--- src/rtl/fir_q15_filter_assert.svh ---
// assertion macros shared by the fir_q15 rtl
// the using module provides clock and reset signals under those names
`ifndef FIR_Q15_FILTER_ASSERT_SVH
`define FIR_Q15_FILTER_ASSERT_SVH

// consequent checked in the same cycle as the antecedent
`define FQ_ASSERT_SAME(label, ante, cons) \
   label: assert property (@(posedge clock) disable iff (reset) (ante) |-> (cons)) \
      else $error("fir_q15 assertion failed");

// consequent checked in the cycle after the antecedent
`define FQ_ASSERT_NEXT(label, ante, cons) \
   label: assert property (@(posedge clock) disable iff (reset) (ante) |=> (cons)) \
      else $error("fir_q15 assertion failed");

`endif

--- src/rtl/fir_q15_pkg.sv ---
package fir_q15_pkg;

   localparam int TAPS       = 63;
   localparam int SAMPLE_W   = 16;
   localparam int PROD_W     = 2 * SAMPLE_W;
   localparam int ACC_W      = PROD_W + 1 + $clog2(TAPS);
   localparam int COEF_DEPTH = 63;
   localparam int COEF_IDX_W = $clog2(COEF_DEPTH);
   localparam int OUT_SHIFT  = 15;

   localparam logic signed [ACC_W-1:0] ROUND_CONST = ACC_W'(1) <<< 14;
   localparam logic signed [ACC_W-1:0] SUM_MAX     = ACC_W'(32'sh3fff_ffff);
   localparam logic signed [ACC_W-1:0] SUM_MIN     = ACC_W'(-32'sh4000_0000);

   typedef logic signed [SAMPLE_W-1:0] sample_type;
   typedef logic signed [ACC_W-1:0]    acc_type;

   // symmetric low-pass table
   localparam sample_type COEF_TABLE [COEF_DEPTH] = '{
      -16'sd35, -16'sd37, -16'sd41, -16'sd45, -16'sd50, -16'sd55, -16'sd58,
      -16'sd57, -16'sd52, -16'sd39, -16'sd18, 16'sd14, 16'sd58, 16'sd116,
      16'sd189, 16'sd276, 16'sd379, 16'sd495, 16'sd625, 16'sd766, 16'sd915,
      16'sd1069, 16'sd1225, 16'sd1379, 16'sd1528, 16'sd1666, 16'sd1791,
      16'sd1899, 16'sd1986, 16'sd2051, 16'sd2090, 16'sd2103, 16'sd2090,
      16'sd2051, 16'sd1986, 16'sd1899, 16'sd1791, 16'sd1666, 16'sd1528,
      16'sd1379, 16'sd1225, 16'sd1069, 16'sd915, 16'sd766, 16'sd625,
      16'sd495, 16'sd379, 16'sd276, 16'sd189, 16'sd116, 16'sd58, 16'sd14,
      -16'sd18, -16'sd39, -16'sd52, -16'sd57, -16'sd58, -16'sd55, -16'sd50,
      -16'sd45, -16'sd41, -16'sd37, -16'sd35
   };

   // taps past the end of the table weigh zero
   function automatic sample_type coef_at(input int k);
      sample_type c;
      c = '0;
      if (k < COEF_DEPTH) begin
         c = COEF_TABLE[COEF_IDX_W'(k)];
      end
      return c;
   endfunction

endpackage

--- src/rtl/fir_q15_cell.sv ---
// one tap of the transposed chain: partial sum = coef * sample + upstream sum
module fir_q15_cell (
   input  logic                    clock,
   input  logic                    reset,
   input  logic                    shift_en,
   input  fir_q15_pkg::sample_type sample,
   input  fir_q15_pkg::sample_type coef,
   input  fir_q15_pkg::acc_type    psum_in,
   output fir_q15_pkg::acc_type    psum_out
);

   logic signed [fir_q15_pkg::PROD_W-1:0] prod;
   fir_q15_pkg::acc_type                  psum_ff;
   fir_q15_pkg::acc_type                  psum_in_next;

   assign prod         = coef * sample;
   assign psum_in_next = fir_q15_pkg::ACC_W'(prod) + psum_in;
   assign psum_out     = psum_ff;

   always_ff @(posedge clock) begin
      if (reset) begin
         psum_ff <= '0;
      end else if (shift_en) begin
         psum_ff <= psum_in_next;
      end
   end

endmodule

--- config.mk ---
export PLATFORM = sky130hd
export DESIGN_NAME = fir_q15_cell
export DESIGN_NICKNAME = d
export VERILOG_FILES = /design/src/rtl/fir_q15_filter_assert.svh /design/src/rtl/fir_q15_pkg.sv /design/src/rtl/fir_q15_cell.sv
export SDC_FILE = /design/constraint.sdc
export NUM_CORES = 1
export LEC_CHECK = 0
export BUFFER_PORTS_ARGS = -buffer_cell sky130_fd_sc_hd__buf_2
export CORE_MARGIN = 4
export CORE_UTILIZATION = 64
export CTS_CLUSTER_DIAMETER = 100
export DETAILED_ROUTE_END_ITERATION = 10
export PLACE_DENSITY_LB_ADDON = 0.12
export SLEW_MARGIN = 20
export SYNTH_ARGS = -nofsm -noshare
export SYNTH_HDL_FRONTEND = slang
export SYNTH_SLANG_ARGS = --single-unit
export TNS_END_PERCENT = 5
--- constraint.sdc ---
create_clock -name clock -period 18.8 [get_ports clock]
set_clock_uncertainty 0.05 [all_clocks]
set_input_delay 3.76 -clock clock [delete_from_list [all_inputs] [get_ports clock]]
set_output_delay 3.76 -clock clock [all_outputs]
set_load 0.05 [all_outputs]
==> impl_summary.txt <==
----------------------------------------------------
[Outcome]
  Result of the run ... complete, no violations

[Cells and area]
  Number of fill cells ... 1720
  Fin nets ... 2067
  Largest register FFs ... 39
  Fraction of layout instances using a drive strength above 1 ... 8.489%
  Antenna cell count ... 0
  Area overhead of the layout relative to synthesis ... 6.324%

[Synthesis]
  Netlist cell types ... 66
  Synthesis Warnings ... 0
  Cell type with the highest aggregate area in the netlist ... sky130_fd_sc_hd__fa_1
  Mean area per synthesized cell ... 9.193 µm²
  Asr flop ratio synth ... 0%
  Number of nets in the synthesized netlist ... 1996
  Cell types occupying the most area after synthesis ... sky130_fd_sc_hd__fa_1 48%, sky130_fd_sc_hd__inv_1 11%, sky130_fd_sc_hd__ha_1 10%
  Synth Instances ... 1483
  Post-synthesis cell area ... 13630 µm²
  Most used flip-flop cell after synthesis ... sky130_fd_sc_hd__dfxtp_1
  Part of the Yosys area used for sequential elements ... 5.727%
  Post-synthesis register bit count ... 39
  Number of synthesized flops with an enable pin ... 0
  Fraction of synthesized cell area taken by the top area cell type ... 47.87%

[Placement]
  Total half-perimeter wirelength after legalization and detailed placement ... 26970 µm
  Quantity of I/O buffers inserted on ports ... 112
  Final weighted congestion in routability-driven placement ... 0.8910

[Route]
  Wire length per cell ... 17.10 µm
  Number of routed nets with antenna violations ... 0
  Number of search-and-repair iterations in the first detailed-routing pass ... 4
  Drc violations ... 0
  Via density per instance ... 5.484
  Number of violations reported at the end of detailed-routing iteration 0 ... 542
  Number of vias in the routed layout ... 10.04k
  Total detailed-routing wirelength ... 31300 µm

[Critical path]
  Highest cell delay on the worst timing path ... 0.70 ns
  Cells along the critical path ... buf_2, nand2_1, fa_1, inv_1, fa_1, fa_1, inv_1, fa_1, inv_1, fa_1, inv_1, fa_1, inv_1, ha_1, a21oi_1, o31ai_1, a211oi_1, a31oi_1, a311oi_1, nor2b_1, o211ai_1, a31oi_1
  Cell occurring most often along the worst timing path ... sky130_fd_sc_hd__fa_1
  Required @ worst endpoint ... 18.95 ns
  Category of the worst setup path launch point ... input port
  Type of the worst setup path ... input port to register
  Count of buffering cells on the critical path with inverters included ... 6
  Type of element capturing the critical path ... register
  CP Data Arrival Time ... 10.17 ns
  Critical path's top delay family ... adder cells
  CP max FO ... 16
  Cell type of the slowest stage on the worst timing path ... sky130_fd_sc_hd__fa_1

[Clock tree]
  Clock latency on the worst-skew pair ... 0.28 ns
  Post-CTS Hold Fix Bufs ... 0
  Number of levels in the clock H-tree ... 2
  Number of buffers inserted by post-CTS setup repair ... 0
  Inserted Clock Buffers ... 5
  Clock tree from TritonCTS ... done
  Clk slew on worst S/H paths ... 0.06 ns
  Clock root buffer ... sky130_fd_sc_hd__clkbuf_16
  Number of gates given a new drive strength after cts ... 0
  Clock Sinks ... 39
  Maximum number of buffers from clock root to sink ... 2

[STA]
  Max-Slew Margin vs Limit ... 44.81%
  Final clock period utilization by the worst path ... 53.30%
  Unrepaired setup endpoints after global routing ... no
  Hold violation total from the final report ... 0
  Final critical-path required period ... 10.02 ns
  Final Slew Violations ... 0
  Sum of negative setup slack ... 0 ns
  Count of final setup violators ... 0
  Final-layout worst hold slack ... 0.4083 ns
  Slew at the pin closest to its max-slew limit ... 0.8278 ns
  Maximum clock frequency ... 0.09980 GHz

[Global routing]
  Initial antenna violation count ... 1
  Overall Global Routing Usage ... 27.64%
  Maximum number of pins on one net before global-route repair ... 41
  Via count of the first global-routing pass ... 10.90k
  GRT Residual Overflow ... 0
  Global-route wire length before repair ... 53340 µm

[Run]
  # Max-Cap Violations ... 0

[Floorplan]
  Total Die Area ... 23700 µm²
  Placeable Area ... 20960 µm²
  Initial Utilization ... 65.06%
  DIE WIDTH ... 154.0 µm
  Number of cell rows ... 53
  I/O pin count ... 113
  Overall die height ... 154.0 µm

[Worst hold path]
  Type of the most critical hold path ... register to register

----------------------------------------------------
-- metal layers --
metal | global-route usage (%) | up-vias | routed length, µm
li1 | - | 4596 | -
met1 | 35.78 | 5077 | 12080
met2 | 49.98 | 302 | 16790
met3 | 2.758 | 58 | 1594
met4 | 7.107 | 2 | 811
met5 | 0 | - | 13
-- through the flow --
stage | std cells | utilization, % | cell area, µm² | setup WS [ns]
after floorplan | 1483 | - | 13630 | 9.167
after global placement | 1822 | 68.49 | 14350 | 8.792
after detailed placement | 1822 | 68.50 | 14350 | 8.544
after CTS | 1830 | 69.17 | 14500 | 8.837
after global routing | 1830 | 69.17 | 14500 | 8.415
final | 1830 | 69.17 | 14500 | 8.780
-- cell type report --
| class | instances | area, µm² | share of cell area, % |
|---|---|---|---|
| Clock buffer | 6 | 128.9 | 0.8891 |
| Multi-Input combinational cell | 1012 | 11230 | 77.45 |
| Tap cell | 275 | 344.1 | 2.374 |
| Sequential cell | 39 | 780.7 | 5.386 |
| Inverter | 384 | 1441 | 9.944 |
| Timing Repair Buffer | 112 | 560.5 | 3.867 |
| Clock inverter | 2 | 12.51 | 0.08632 |
-- logic make-up after synthesis --
| kind of cell | synth area share (%) |
|---|---|
| buffers and inverters | 11.94 |
| XOR/XNOR | 1.735 |
| AO/OA/AOI/OAI | 6.810 |
| flip-flops | 5.727 |
| adder cells (fa/ha/maj) | 58.24 |
| AND/OR/NAND/NOR | 14.45 |
| multiplexers | 1.101 |
-- Yosys cell counts (3+ instances only) --
cell type                  number
sky130_fd_sc_hd__buf_1          4
sky130_fd_sc_hd__inv_1        383
sky130_fd_sc_hd__a31oi_1       10
sky130_fd_sc_hd__nor2_1        52
sky130_fd_sc_hd__nand4_1        9
sky130_fd_sc_hd__or4_1          4
sky130_fd_sc_hd__xnor2_1       22
sky130_fd_sc_hd__o31ai_1        5
sky130_fd_sc_hd__xor2_1         5
sky130_fd_sc_hd__nand2b_1       3
sky130_fd_sc_hd__o21bai_1       6
sky130_fd_sc_hd__fa_1         326
sky130_fd_sc_hd__mux2i_1       15
sky130_fd_sc_hd__or3_1          5
sky130_fd_sc_hd__a21oi_1       35
sky130_fd_sc_hd__o21a_1         8
sky130_fd_sc_hd__nor3_1         8
sky130_fd_sc_hd__nand3_1       16
sky130_fd_sc_hd__o21ai_0       13
sky130_fd_sc_hd__a31o_1         3
sky130_fd_sc_hd__and2_1       115
sky130_fd_sc_hd__o21ai_1        3
sky130_fd_sc_hd__ha_1         113
sky130_fd_sc_hd__a211oi_1       9
sky130_fd_sc_hd__buf_2          5
sky130_fd_sc_hd__nor2b_1        5
sky130_fd_sc_hd__dfxtp_1       39
sky130_fd_sc_hd__clkbuf_1      39
sky130_fd_sc_hd__nor4_1         4
sky130_fd_sc_hd__nand2_1      161
sky130_fd_sc_hd__a21o_1         8
sky130_fd_sc_hd__a311o_1        3
-- worst reg2reg max path: stages, from the launching register on --
cell,delay (ns)
sky130_fd_sc_hd__dfxtp_1,0.33
sky130_fd_sc_hd__a31oi_1,0.17
sky130_fd_sc_hd__o311ai_1,0.14
-- path summary, 6_finish.rpt --
kind                            slack, ns            to  cells past startpoint         start
worst max-delay path                 8.78  psum_out[38]                     22     sample[4]
worst max register to register      17.96  psum_out[15]                      2  psum_out[15]
worst min register to register       0.41  psum_out[31]                      2  psum_out[31]
worst min-delay path                 0.41  psum_out[31]                      2  psum_out[31]
-- cell usage in the layout (no fill, tap or decap), types with 3 or more instances in the layout --
master	count
sky130_fd_sc_hd__nand4_1	9
sky130_fd_sc_hd__nand2b_1	3
sky130_fd_sc_hd__nor2b_1	5
sky130_fd_sc_hd__a21oi_1	35
sky130_fd_sc_hd__o21a_1	8
sky130_fd_sc_hd__o21ai_0	13
sky130_fd_sc_hd__mux2i_1	15
sky130_fd_sc_hd__o31ai_1	5
sky130_fd_sc_hd__clkbuf_16	5
sky130_fd_sc_hd__xnor2_1	22
sky130_fd_sc_hd__dfxtp_1	39
sky130_fd_sc_hd__and2_1	115
sky130_fd_sc_hd__nand2_1	161
sky130_fd_sc_hd__or4_1	4
sky130_fd_sc_hd__buf_2	112
sky130_fd_sc_hd__nor3_1	8
sky130_fd_sc_hd__ha_1	113
sky130_fd_sc_hd__fa_1	325
sky130_fd_sc_hd__inv_1	383
sky130_fd_sc_hd__a311o_1	3
sky130_fd_sc_hd__nor4_1	4
sky130_fd_sc_hd__nor2_1	52
sky130_fd_sc_hd__or3_1	5
sky130_fd_sc_hd__a21o_1	8
sky130_fd_sc_hd__xor2_1	5
sky130_fd_sc_hd__o21ai_1	3
sky130_fd_sc_hd__a31o_1	3
sky130_fd_sc_hd__a211oi_1	9
sky130_fd_sc_hd__o21bai_1	6
sky130_fd_sc_hd__nand3_1	16
sky130_fd_sc_hd__a31oi_1	10
Power is not shown: default switching activity piles up to over one toggle a cycle in this logic, so the estimate is an artifact.
